==> src/design/bpc_pkg.sv <==
// Package with shared types and constants for the button press classifier.
package bpc_pkg;

  localparam logic KIND_EDGE = 1'b0;
  localparam logic KIND_POLL = 1'b1;

  localparam logic PRESS_SHORT = 1'b0;
  localparam logic PRESS_LONG  = 1'b1;

  localparam logic REG_DEBOUNCE   = 1'b0;
  localparam logic REG_LONG_PRESS = 1'b1;

  localparam logic [15:0] DEBOUNCE_RESET   = 16'd30;
  localparam logic [15:0] LONG_PRESS_RESET = 16'd800;

  typedef struct packed {
    logic        kind;
    logic [31:0] now_ms;
    logic        pin_level;
  } item_t;

  typedef struct packed {
    logic  fire;
    item_t item;
  } stage_t;

  typedef struct packed {
    logic valid;
    logic press_event;
  } result_t;

  typedef struct packed {
    logic [15:0] debounce_ms;
    logic [15:0] long_press_ms;
  } cfg_t;

endpackage

==> src/design/bpc_if.sv <==
// Channel interfaces for sample items and press result items.
interface bpc_sample_if;
  logic        valid;
  logic        ready;
  logic        kind;
  logic [31:0] now_ms;
  logic        pin_level;

  modport source(output valid, kind, now_ms, pin_level, input ready);
  modport sink(input valid, kind, now_ms, pin_level, output ready);
endinterface

interface bpc_press_if;
  logic valid;
  logic ready;
  logic press_event;

  modport source(output valid, press_event, input ready);
  modport sink(input valid, press_event, output ready);
endinterface

==> src/design/bpc_cfg.sv <==
// APB register block holding the debounce and long press thresholds.
module bpc_cfg
  import bpc_pkg::*;
(
  input  logic        clk,
  input  logic        rst,
  input  logic        psel,
  input  logic        penable,
  input  logic        pwrite,
  input  logic [2:0]  paddr,
  input  logic [31:0] pwdata,
  output logic [31:0] prdata,
  output logic        pready,
  output cfg_t        cfg
);

  logic [15:0] debounce_ms;
  logic [15:0] long_press_ms;
  logic        wr_en;

  assign wr_en  = psel && penable && pwrite;
  assign pready = 1'b1;

  always_ff @(posedge clk) begin
    if (rst) begin
      debounce_ms   <= DEBOUNCE_RESET;
      long_press_ms <= LONG_PRESS_RESET;
    end else if (wr_en) begin
      case (paddr[2])
        REG_DEBOUNCE:   debounce_ms   <= pwdata[15:0];
        REG_LONG_PRESS: long_press_ms <= pwdata[15:0];
        default: begin
        end
      endcase
    end
  end

  always_comb begin
    case (paddr[2])
      REG_DEBOUNCE:   prdata = {16'd0, debounce_ms};
      REG_LONG_PRESS: prdata = {16'd0, long_press_ms};
      default:        prdata = 32'd0;
    endcase
  end

  assign cfg.debounce_ms   = debounce_ms;
  assign cfg.long_press_ms = long_press_ms;

endmodule

==> src/design/bpc_in_stage.sv <==
// Input register that holds one sample item until the core takes it.
module bpc_in_stage
  import bpc_pkg::*;
(
  input  logic              clk,
  input  logic              rst,
  bpc_sample_if.sink        sample,
  input  logic              out_free,
  output stage_t            stage
);

  logic  valid;
  item_t item;
  logic  fire;

  assign fire         = valid && out_free;
  assign sample.ready = !valid || fire;

  always_ff @(posedge clk) begin
    if (rst) begin
      valid <= 1'b0;
    end else if (sample.ready) begin
      valid <= sample.valid;
    end
  end

  always_ff @(posedge clk) begin
    if (sample.ready && sample.valid) begin
      item.kind      <= sample.kind;
      item.now_ms    <= sample.now_ms;
      item.pin_level <= sample.pin_level;
    end
  end

  assign stage.fire = fire;
  assign stage.item = item;

endmodule

==> src/design/bpc_core.sv <==
// Debounce state and press classification, one item per cycle while the output register is free or being drained.
module bpc_core
  import bpc_pkg::*;
(
  input  logic    clk,
  input  logic    rst,
  input  cfg_t    cfg,
  input  stage_t  stage,
  output result_t result
);

  logic        pressed;
  logic [31:0] press_time;
  logic [31:0] last_edge_time;
  logic        release_pending;
  logic [31:0] release_time;

  logic        pressed_next;
  logic [31:0] press_time_next;
  logic [31:0] last_edge_time_next;
  logic        release_pending_next;
  logic [31:0] release_time_next;

  logic [31:0] edge_gap;
  logic [31:0] release_gap;
  logic [31:0] duration;
  logic [31:0] debounce_wide;
  logic [31:0] long_wide;

  assign debounce_wide = {16'd0, cfg.debounce_ms};
  assign long_wide     = {16'd0, cfg.long_press_ms};
  assign edge_gap      = stage.item.now_ms - last_edge_time;
  assign release_gap   = stage.item.now_ms - release_time;
  assign duration      = release_time - press_time;

  always_comb begin
    pressed_next         = pressed;
    press_time_next      = press_time;
    last_edge_time_next  = last_edge_time;
    release_pending_next = release_pending;
    release_time_next    = release_time;
    result.valid         = 1'b0;
    result.press_event   = PRESS_SHORT;
    if (stage.fire) begin
      case (stage.item.kind)
        KIND_EDGE: begin
          if (edge_gap >= debounce_wide) begin
            last_edge_time_next = stage.item.now_ms;
            if (stage.item.pin_level) begin
              press_time_next = stage.item.now_ms;
              pressed_next    = 1'b1;
            end
          end
        end
        KIND_POLL: begin
          if (pressed) begin
            if (stage.item.pin_level) begin
              release_pending_next = 1'b0;
            end else if (!release_pending) begin
              release_pending_next = 1'b1;
              release_time_next    = stage.item.now_ms;
            end else if (release_gap >= debounce_wide) begin
              pressed_next         = 1'b0;
              release_pending_next = 1'b0;
              if (duration >= long_wide) begin
                result.valid       = 1'b1;
                result.press_event = PRESS_LONG;
              end else if (duration >= debounce_wide) begin
                result.valid       = 1'b1;
                result.press_event = PRESS_SHORT;
              end
            end
          end
        end
        default: begin
        end
      endcase
    end
  end

  always_ff @(posedge clk) begin
    if (rst) begin
      pressed         <= 1'b0;
      press_time      <= 32'd0;
      last_edge_time  <= 32'd0;
      release_pending <= 1'b0;
      release_time    <= 32'd0;
    end else begin
      pressed         <= pressed_next;
      press_time      <= press_time_next;
      last_edge_time  <= last_edge_time_next;
      release_pending <= release_pending_next;
      release_time    <= release_time_next;
    end
  end

  a_pending_needs_press: assert property (@(posedge clk) disable iff (rst)
    release_pending |-> pressed)
    else $error("release candidate without an active press");

  a_result_ends_press: assert property (@(posedge clk) disable iff (rst)
    result.valid |=> !pressed && !release_pending)
    else $error("press still active after its result");

  a_hold_when_idle: assert property (@(posedge clk) disable iff (rst)
    !stage.fire |=> $stable(pressed) && $stable(last_edge_time) && $stable(release_pending))
    else $error("state changed without an item");

  a_result_from_poll: assert property (@(posedge clk) disable iff (rst)
    result.valid |-> stage.item.kind == KIND_POLL && !stage.item.pin_level && pressed)
    else $error("result from an item that cannot end a press");

endmodule

==> src/design/bpc_out_stage.sv <==
// Output register that holds one press result item until it is taken.
module bpc_out_stage
  import bpc_pkg::*;
(
  input  logic       clk,
  input  logic       rst,
  input  result_t    result,
  bpc_press_if.source press,
  output logic       out_free
);

  logic valid;
  logic press_event;

  assign out_free          = !valid || press.ready;
  assign press.valid       = valid;
  assign press.press_event = press_event;

  always_ff @(posedge clk) begin
    if (rst) begin
      valid <= 1'b0;
    end else if (result.valid) begin
      valid <= 1'b1;
    end else if (press.ready) begin
      valid <= 1'b0;
    end
  end

  always_ff @(posedge clk) begin
    if (result.valid) begin
      press_event <= result.press_event;
    end
  end

endmodule

==> src/design/button_press_classifier.sv <==
// Top level of the debounced short/long button press classifier.
//
// The sample channel carries edge and poll items (kind, now_ms, pin_level);
// the press channel returns one press_event item (0 short, 1 long) when a
// poll confirms the end of a press lasting at least debounce_ms. Edge items
// and most polls give no result. Thresholds sit behind the APB port:
// debounce_ms at byte address 0, long_press_ms at byte address 4.
//
// An accepted item is held in the input register, where the state update
// and classification run, and any result is then registered in the output
// register. One item per cycle is accepted while the output register is
// free or being drained. When the receiver holds ready low with a result
// waiting, the input register fills and sample.ready drops until it drains.
// Reset clears the press state, the edge time and both registers, and sets
// debounce_ms to 30 and long_press_ms to 800.
module button_press_classifier
  import bpc_pkg::*;
(
  input  logic        clk,
  input  logic        rst,
  bpc_sample_if.sink  sample,
  bpc_press_if.source press,
  input  logic        psel,
  input  logic        penable,
  input  logic        pwrite,
  input  logic [2:0]  paddr,
  input  logic [31:0] pwdata,
  output logic [31:0] prdata,
  output logic        pready
);

  cfg_t    cfg;
  stage_t  stage;
  result_t result;
  logic    out_free;

  bpc_cfg u_cfg (
    .clk     (clk),
    .rst     (rst),
    .psel    (psel),
    .penable (penable),
    .pwrite  (pwrite),
    .paddr   (paddr),
    .pwdata  (pwdata),
    .prdata  (prdata),
    .pready  (pready),
    .cfg     (cfg)
  );

  bpc_in_stage u_in_stage (
    .clk      (clk),
    .rst      (rst),
    .sample   (sample),
    .out_free (out_free),
    .stage    (stage)
  );

  bpc_core u_core (
    .clk    (clk),
    .rst    (rst),
    .cfg    (cfg),
    .stage  (stage),
    .result (result)
  );

  bpc_out_stage u_out_stage (
    .clk      (clk),
    .rst      (rst),
    .result   (result),
    .press    (press),
    .out_free (out_free)
  );

endmodule
==> src/flat_wrapper.sv <==
// flat-port wrapper written by rule: the top's interface ports become plain ports
module button_press_classifier_flat import bpc_pkg::*;
  (clk, rst, psel, penable, pwrite, paddr, pwdata, prdata, pready, sample_valid, sample_kind, sample_now_ms, sample_pin_level, sample_ready, press_valid, press_press_event, press_ready);
  bpc_sample_if sample_i ();
  bpc_press_if press_i ();
  input  logic clk;
  input  logic rst;
  input  logic psel;
  input  logic penable;
  input  logic pwrite;
  input  logic [2:0] paddr;
  input  logic [31:0] pwdata;
  output logic [31:0] prdata;
  output logic pready;
  input wire logic [$bits(sample_i.valid)-1:0] sample_valid;
  input wire logic [$bits(sample_i.kind)-1:0] sample_kind;
  input wire logic [$bits(sample_i.now_ms)-1:0] sample_now_ms;
  input wire logic [$bits(sample_i.pin_level)-1:0] sample_pin_level;
  output wire logic [$bits(sample_i.ready)-1:0] sample_ready;
  output wire logic [$bits(press_i.valid)-1:0] press_valid;
  output wire logic [$bits(press_i.press_event)-1:0] press_press_event;
  input wire logic [$bits(press_i.ready)-1:0] press_ready;
  assign sample_i.valid = sample_valid;
  assign sample_i.kind = sample_kind;
  assign sample_i.now_ms = sample_now_ms;
  assign sample_i.pin_level = sample_pin_level;
  assign sample_ready = sample_i.ready;
  assign press_valid = press_i.valid;
  assign press_press_event = press_i.press_event;
  assign press_i.ready = press_ready;
  button_press_classifier u_core (.clk(clk), .rst(rst), .sample(sample_i), .press(press_i), .psel(psel), .penable(penable), .pwrite(pwrite), .paddr(paddr), .pwdata(pwdata), .prdata(prdata), .pready(pready));
endmodule
==> config.mk <==
export PLATFORM = sky130hd
export DESIGN_NAME = button_press_classifier_flat
export DESIGN_NICKNAME = d
export VERILOG_FILES = /design/src/design/bpc_pkg.sv /design/src/design/bpc_if.sv /design/src/design/bpc_cfg.sv /design/src/design/bpc_in_stage.sv /design/src/design/bpc_core.sv /design/src/design/bpc_out_stage.sv /design/src/design/button_press_classifier.sv /design/src/flat_wrapper.sv
export SDC_FILE = /design/constraint.sdc
export NUM_CORES = 1
export LEC_CHECK = 0
export BUFFER_PORTS_ARGS = -buffer_cell sky130_fd_sc_hd__buf_2
export CORE_MARGIN = 3
export CORE_UTILIZATION = 51
export DETAILED_ROUTE_END_ITERATION = 8
export PLACE_DENSITY = 0.72
export SLEW_MARGIN = 20
export SYNTH_ARGS = -nofsm -noshare
export SYNTH_HDL_FRONTEND = slang
export SYNTH_SLANG_ARGS = --single-unit
==> constraint.sdc <==
create_clock -name clk -period 4.1 [get_ports clk]
set_input_delay 0.82 -clock clk [delete_from_list [all_inputs] [get_ports clk]]
set_output_delay 0.82 -clock clk [all_outputs]
set_load 0.02 [all_outputs]
==> results.sh, run 1 <==
export IMPL_power_leakage_nw=7.12
export IMPL_global_route_wire_length_before_repair_mm=64.8
export IMPL_hold_path_startpoint="u_core.u_core.press_time[4]"
export IMPL_io_buffers=76
export IMPL_maxSlewViolCount=0
export IMPL_synth_xor_area_frac=0.0425
export IMPL_grt_start_max_net_pins=98
export IMPL_row_count=60
export IMPL_share_of_the_synthesized_area_in_compound_gates_ao_oa_aoi_oai=0.232
export IMPL_worstPathArrival_ns=4.86
export IMPL_synth_top_family_by_area="compound AO/OA/AOI/OAI gates"
export IMPL_yosys_mux_area_fraction=0.0296
export IMPL_place_congestion=0.936
export IMPL_max_capacitance_violation_count=0
export IMPL_timing_critical_path_fanout_max=3
export IMPL_clk_transition_reported_paths_ns=0.07
export IMPL_first_iter_violations=1272
export IMPL_post_synth_top_area_cell="sky130_fd_sc_hd__dfxtp_1"
export IMPL_end_kind="flip-flop"
export IMPL_maxSlewHeadroom=0.417
export IMPL_yosys_warnings=0
export IMPL_cts_buffers=17
export IMPL_skew_ns=0.0166
export IMPL_synth_simple_gate_area_frac=0.208
export IMPL_synthesis_area_um2=14000
export IMPL_top_signal_layer_used="met4"
export IMPL_detail_route_first_pass_iterations=8
export IMPL_crit_start="u_core.u_in_stage.stage[5]"
export IMPL_clock_root_buffer="sky130_fd_sc_hd__clkbuf_16"
export IMPL_avgRoutedWirePerCell_um=17.7
export IMPL_hold_ws_ns=0.457
export IMPL_overall_via_count_from_detail_route=13700
export IMPL_setup_ws_ns=-0.571
export IMPL_totalWireLength_mm=41.4
export IMPL_power_density_cell_area_nw_per_um2=309
export IMPL_finalHoldViolCount=0
export IMPL_setup_repair_after_global_routing_missed_its_margin="true"
export IMPL_antenna_violations_before_repair=0
export IMPL_synth_largest_type_area_fraction=0.189
export IMPL_cts_tree="yes"
export IMPL_overall_track_demand_over_capacity_in_global_routing=0.273
export IMPL_synth_adder_area_share=0.145
export IMPL_worst_pin_slew_ns=0.874
export IMPL_cts_sink_count=167
export IMPL_critPathLaunchType="flip-flop"
export IMPL_reg2reg_from="u_core.u_in_stage.stage[5]"
export IMPL_final_cells=2338
export IMPL_die_width_um=172
export IMPL_most_common_layout_cells="219 x sky130_fd_sc_hd__nand2_1, 190 x sky130_fd_sc_hd__a21oi_1, 180 x sky130_fd_sc_hd__buf_4"
export IMPL_number_of_global_route_vias_before_repair=12800
export IMPL_timing_setup_critical_path_class="reg -> reg"
export IMPL_setup_violations_final=69
export IMPL_postSynth_topFlopCell="sky130_fd_sc_hd__dfxtp_1"
export IMPL_drcViolationCount=0
export IMPL_grt_overflow_total=0
export IMPL_floorplan_die_area_um2=29500
export IMPL_achievable_frequency_mhz=214
export IMPL_count_of_unique_library_cells_instantiated_by_yosys=88
export IMPL_die_y_um=172
export IMPL_syn_area_per_cell_um2=7.90
export IMPL_core_um2=27000
export IMPL_post_synthesis_sequential_area_ratio=0.264
export IMPL_synth_enable_flop_cells=35
export IMPL_postSynthCellCount=1773
export IMPL_dpl_hpwl_mm=30.0
export IMPL_synth_top_cells_by_area="sky130_fd_sc_hd__dfxtp_1 19%, sky130_fd_sc_hd__ha_1 14%, sky130_fd_sc_hd__edfxtp_1 7.5%"
export IMPL_clock_insertion_delay_worst_skew_ns=0.45
export IMPL_data_required_time_of_the_critical_path_ns=4.29
export IMPL_ios=112
export IMPL_detailroute_wirelength_met3_mm=2.64
export IMPL_ant_nets=0
export IMPL_outcome="complete, but fails checks"
export IMPL_most_common_cell_after_layout_fill_and_taps_aside="sky130_fd_sc_hd__nand2_1"
export IMPL_post_cts_hold_buffer_count=0
export IMPL_min_period_ns=4.67
export IMPL_met1Wirelength_mm=18.7
export IMPL_final_layout_size_suffix_gt1_frac=0.228
export IMPL_floorplan_initialDensity=0.520
export IMPL_violations_in_the_final_reports="setup timing"
export IMPL_yosys_register_bits=167
export IMPL_clock_tree_buffer_depth=2
export IMPL_period_share=1.14
export IMPL_ctsHtreeMaxLevel=4
export IMPL_routed_via_density=5.84
export IMPL_post_layout_total_power_w=0.00532
export IMPL_met2_wl_post_dr_mm=19.0
export IMPL_placed_cells_incl_taps=2263
export IMPL_max_vdd_ir_drop_v=0.000208
export IMPL_hp_class="reg -> reg"
export IMPL_synth_async_sr_flop_share=0
export IMPL_design_final_nets=2220
export IMPL_layout_area_overhead_vs_synth_pct=22.8
export IMPL_antenna_cells_inserted=0
==> routing by layer <==
metal,GRT usage,up-vias
met2,0.453,460
met5,0,-
li1,-,6686
met4,0.0714,0
met3,0.0315,68
met1,0.378,6438
==> worst paths after layout <==
path | to | slack, ns | cells past startpoint
setup / recovery | u_core.u_out_stage.press.press_event | -0.57 | 20
hold / removal | u_core.u_core.press_time[4] | 0.46 | 2
setup reg to reg | u_core.u_out_stage.press.press_event | -0.57 | 20
hold reg to reg | u_core.u_core.press_time[4] | 0.46 | 2
==> state kept, by name, summed over array words and instances, names as in the netlist <==
name and flops:
u_core.u_in_stage.stage 34, u_core.u_core.last_edge_time 32, u_core.u_core.press_time 32, u_core.u_core.release_time 32, u_core.u_cfg.debounce_ms 16, u_core.u_cfg.long_press_ms 16, u_core.u_core.pressed 1, u_core.u_core.release_pending 1
u_core.u_in_stage.valid 1, u_core.u_out_stage.press.press_event 1, u_core.u_out_stage.press.valid 1
==> stage by stage <==
stage          worst slack [ns]  instance area (um2)   TNS, ns   util
6_report                 -0.571                17200    -22.26  0.638
5_1_grt                  -0.835                17200    -40.48  0.638
4_1_cts                  -0.449                16900    -17.49  0.628
3_5_place_dp             -0.467                15600    -19.31  0.580
3_3_place_gp             -0.399                15600    -13.76  0.580
2_1_floorplan          -0.00380                14100  -0.00380      -
==> what timing repair did <==
item	4_1_cts	5_1_grt
gates cloned	10	0
pin swaps	45	63
gates resized for setup	56	97
setup buffers	30	10
setup endpoints to repair	69	69
endpoints found under the hold margin	0	0
==> report_power, final <==
| part | switching [W] | total [W] | internal (W) |
|---|---|---|---|
| Clock | 0.000790 | 0.00168 | 0.000894 |
| Combinational | 0.00100 | 0.00184 | 0.000837 |
| Sequential | 0.0000636 | 0.00180 | 0.00174 |
==> synthesized netlist by cell type (4+ instances only) <==
cell	number
sky130_fd_sc_hd__buf_4	21
sky130_fd_sc_hd__nand2_1	223
sky130_fd_sc_hd__nand3_1	31
sky130_fd_sc_hd__nor2_1	79
sky130_fd_sc_hd__and2_1	7
sky130_fd_sc_hd__clkbuf_1	62
sky130_fd_sc_hd__nor2b_1	13
sky130_fd_sc_hd__ha_1	157
sky130_fd_sc_hd__o21bai_1	9
sky130_fd_sc_hd__o21ai_0	99
sky130_fd_sc_hd__nand4_1	34
sky130_fd_sc_hd__o211ai_1	17
sky130_fd_sc_hd__buf_2	7
sky130_fd_sc_hd__and3_1	10
sky130_fd_sc_hd__a31oi_1	7
sky130_fd_sc_hd__mux2i_1	38
sky130_fd_sc_hd__a2111oi_0	6
sky130_fd_sc_hd__a21oi_1	209
sky130_fd_sc_hd__o21a_1	17
sky130_fd_sc_hd__edfxtp_1	35
sky130_fd_sc_hd__o31a_1	4
sky130_fd_sc_hd__o31ai_1	5
sky130_fd_sc_hd__a211oi_1	15
sky130_fd_sc_hd__a21oi_2	4
sky130_fd_sc_hd__nor4_1	8
sky130_fd_sc_hd__xnor2_1	36
sky130_fd_sc_hd__a21boi_0	7
sky130_fd_sc_hd__a211o_1	14
sky130_fd_sc_hd__inv_1	148
sky130_fd_sc_hd__nand2b_1	81
sky130_fd_sc_hd__or3_1	5
sky130_fd_sc_hd__a21o_1	40
sky130_fd_sc_hd__a221oi_1	7
sky130_fd_sc_hd__nor3_1	23
sky130_fd_sc_hd__dfxtp_1	132
sky130_fd_sc_hd__buf_6	5
sky130_fd_sc_hd__xor2_1	32
sky130_fd_sc_hd__o2111ai_1	7
sky130_fd_sc_hd__nand3_2	29
sky130_fd_sc_hd__o21ai_1	8
==> layout make-up <==
cell class                      count  area, um2
Clock buffer                       19        454
Clock inverter                     13        130
Fill cell                        2266       9750
Inverter                          148        556
Multi-Input combinational cell   1370       9730
Sequential cell                   167       3690
Tap cell                          341        427
Timing Repair Buffer              280       2210
==> cells by family after synthesis <==
group / after synthesis
AND/OR/NAND/NOR: 568
other: 2
flip-flops: 167
AO/OA/AOI/OAI: 516
multiplexers: 41
adder cells (fa/ha/maj): 160
XOR/XNOR: 68
buffers and inverters: 251
==> worst max-delay path, cell delays in order, from the launching register on <==
cell and delay [ns]:
sky130_fd_sc_hd__edfxtp_1 0.46, sky130_fd_sc_hd__ha_1 0.41, sky130_fd_sc_hd__a21oi_2 0.20, sky130_fd_sc_hd__nand2_2 0.09
sky130_fd_sc_hd__a21oi_2 0.16, sky130_fd_sc_hd__o21bai_1 0.12, sky130_fd_sc_hd__a21oi_1 0.13, sky130_fd_sc_hd__o21bai_1 0.10
sky130_fd_sc_hd__xor2_1 0.16, sky130_fd_sc_hd__ha_1 0.33, sky130_fd_sc_hd__a21o_1 0.16, sky130_fd_sc_hd__a211o_1 0.30
sky130_fd_sc_hd__a221oi_2 0.27, sky130_fd_sc_hd__o221a_2 0.22, sky130_fd_sc_hd__o31a_1 0.19, sky130_fd_sc_hd__o211ai_1 0.12
sky130_fd_sc_hd__a2111oi_2 0.33, sky130_fd_sc_hd__buf_4 0.17, sky130_fd_sc_hd__nand4_1 0.15, sky130_fd_sc_hd__nand4_1 0.27
sky130_fd_sc_hd__nor2_1 0.08
Power figures use the tool's default switching activity.
==> run 2, diff against run 1 <==
--- a/config.mk
+++ b/config.mk
@@ -10,6 +10,7 @@
 export CORE_UTILIZATION = 51
 export DETAILED_ROUTE_END_ITERATION = 8
 export PLACE_DENSITY = 0.72
+export SETUP_SLACK_MARGIN = 0.3
 export SLEW_MARGIN = 20
 export SYNTH_ARGS = -nofsm -noshare
 export SYNTH_HDL_FRONTEND = slang
==> results.sh, run 2 (same netlist as run 1, synthesis figures left out) <==
export IMPL_slowest_delay_ns=0.57
export IMPL_avgRoutedWirePerCell_um=17.9
export IMPL_cp_cell_sequence="buf_6 > ha_1 > nor2b_1 > o2111ai_2 > a211oi_2 > nor3_1 > o21ai_1 > xor2_1 > ha_1 > and3_4 > nand2_2 > nand3_2 > nand2_2 > o2111ai_2 > nor3_2 > nand4_1 > buf_4 > buf_6 > or4_4 > buf_4 > buf_16 > nand3_2 > a21oi_1"
export IMPL_clock_tree_buffer_depth=2
export IMPL_max_capacitance_violation_count=0
export IMPL_p_int_w=0.00343
export IMPL_power_density_cell_area_nw_per_um2=307
export IMPL_die_width_um=172
export IMPL_layout_area_overhead_vs_synth_pct=24.1
export IMPL_end_kind="flip-flop"
export IMPL_drcViolationCount=0
export IMPL_hp_class="reg -> reg"
export IMPL_antenna_cells_inserted=0
export IMPL_timing_setup_critical_path_class="reg -> reg"
export IMPL_placed_cell_area_um2=15700
export IMPL_floorplan_initialDensity=0.520
export IMPL_cts_tree="yes"
export IMPL_cp_slowest_cell="sky130_fd_sc_hd__or4_4"
export IMPL_ctsHtreeMaxLevel=4
export IMPL_most_common_cell_after_layout_fill_and_taps_aside="sky130_fd_sc_hd__nand2_1"
export IMPL_dpl_worst_slack_ns=-0.428
export IMPL_detail_route_first_pass_iterations=7
export IMPL_max_vdd_ir_drop_v=0.000211
export IMPL_overall_via_count_from_detail_route=13700
export IMPL_ant_nets=0
export IMPL_overall_track_demand_over_capacity_in_global_routing=0.277
export IMPL_maxSlewHeadroom=0.498
export IMPL_worst_pin_slew_ns=0.753
export IMPL_ios=112
export IMPL_fin_area_um2=17400
export IMPL_first_iter_violations=1139
export IMPL_worstPathArrival_ns=4.94
export IMPL_seq_power_share=0.336
export IMPL_floorplan_die_area_um2=29500
export IMPL_place_congestion=0.932
export IMPL_clock_root_buffer="sky130_fd_sc_hd__clkbuf_16"
export IMPL_core_um2=27000
export IMPL_final_layout_size_suffix_gt1_frac=0.225
export IMPL_fill_cells=2284
export IMPL_min_period_ns=4.63
export IMPL_skew_ns=0.0186
export IMPL_critPathLaunchType="flip-flop"
export IMPL_antenna_violations_before_repair=0
export IMPL_dpl_hpwl_mm=30.4
export IMPL_most_common_layout_cells="219 x sky130_fd_sc_hd__nand2_1, 179 x sky130_fd_sc_hd__a21oi_1, 177 x sky130_fd_sc_hd__buf_4"
export IMPL_largest_register_ffs=34
export IMPL_period_share=1.13
export IMPL_design_final_nets=2229
export IMPL_violations_in_the_final_reports="setup timing"
export IMPL_clock_insertion_delay_worst_skew_ns=0.45
export IMPL_totalWireLength_mm=42.1
export IMPL_grt_overflow_total=0
export IMPL_routed_via_density=5.82
export IMPL_outcome="complete, but fails checks"
export IMPL_switching_share=0.358
export IMPL_grt_start_max_net_pins=112
export IMPL_setup_ws_ns=-0.528
export IMPL_row_count=60
export IMPL_cts_sink_count=167
export IMPL_share_clk_of_total_power=0.313
export IMPL_die_y_um=172
export IMPL_cts_buffers=17
export IMPL_io_buffers=76
export IMPL_setup_violations_final=69
export IMPL_data_required_time_of_the_critical_path_ns=4.41
export IMPL_number_of_global_route_vias_before_repair=12800
export IMPL_achievable_frequency_mhz=216
export IMPL_global_route_wire_length_before_repair_mm=64.9
export IMPL_clk_transition_reported_paths_ns=0.08
export IMPL_setup_repair_after_global_routing_missed_its_margin="true"
export IMPL_p_switching_w=0.00191
export IMPL_finalHoldViolCount=0
export IMPL_power_leakage_nw=7.22
export IMPL_maxSlewViolCount=0
export IMPL_timing_critical_path_fanout_max=6
export IMPL_combPwrFrac=0.351
==> run 2: cell count changes in the layout (fill, tap and decap cells not counted), sizes merged <==
cell | before | now
bufinv | 1 | 0
buf | 280 | 289
clkbuf | 19 | 18
clkinv | 3 | 5
==> run 2: path summary, 6_finish.rpt <==
check	start	end	slack [ns]	cells past startpoint
max	u_core.u_in_stage.stage[2]	u_core.u_core.press_time[19]	-0.53	23
min reg2reg	u_core.u_cfg.debounce_ms[10]	u_core.u_cfg.debounce_ms[10]	0.46	2
max reg2reg	u_core.u_in_stage.stage[2]	u_core.u_core.press_time[19]	-0.53	23
min	u_core.u_cfg.debounce_ms[10]	u_core.u_cfg.debounce_ms[10]	0.46	2
==> run 2: through the flow <==
step	util	hold slack [ns]	power (W)	std cells	setup TNS, ns
6_report	0.645	0.456	0.00534	2347	-30.04
5_1_grt	0.645	0.481	0.00561	2347	-43.10
4_1_cts	0.634	0.458	0.00528	2332	-16.56
3_5_place_dp	0.582	0.448	0.00354	2270	-16.06
3_3_place_gp	0.582	0.442	0.00350	2270	-13.10
2_1_floorplan	-	0.436	0.00300	1788	-0.00354
==> run 2: power groups by stage <==
stage                     sequential (W)  clock (W)  combinational [W]
after floorplan                  0.00182          0            0.00118
after global routing             0.00180    0.00176            0.00205
after global placement           0.00183          0            0.00167
after CTS                        0.00180    0.00169            0.00179
final                            0.00180    0.00167            0.00187
after detailed placement         0.00183          0            0.00171
==> run 2: repair_timing <==
item                                    in CTS  in global routing
pin swaps                                   56                 37
gates resized for setup                     83                 46
hold buffers                                 0                  0
setup buffers                               18                 15
cloned                                      12                  0
endpoints found under the setup margin      69                 69
==> run 2: final cells by class <==
cell class	instances	area, um2	share of cell area
Multi-Input combinational cell	1370	9700	0.558
Clock inverter	14	150	0.00864
Timing Repair Buffer	289	2420	0.139
Inverter	148	556	0.0320
Tap cell	341	427	0.0245
Sequential cell	167	3690	0.212
Clock buffer	18	439	0.0253
==> run 2: metal layers <==
metal | vias up | share of wire | track usage
li1 | 6710 | - | -
met3 | 76 | 0.056 | 0.0368
met5 | - | 0 | 0
met4 | 0 | 0.023 | 0.0791
met2 | 436 | 0.46 | 0.452
met1 | 6428 | 0.46 | 0.383
==> run 2: worst max-delay path: cells and delay by family (launching register included) <==
kind            cells  cell delay (ns)
compound gates      5             0.74
xor+xnor            1             0.17
fa+ha+maj           2             0.59
buf+inv             5             0.76
flops               1             0.42
simple gates       10             1.79
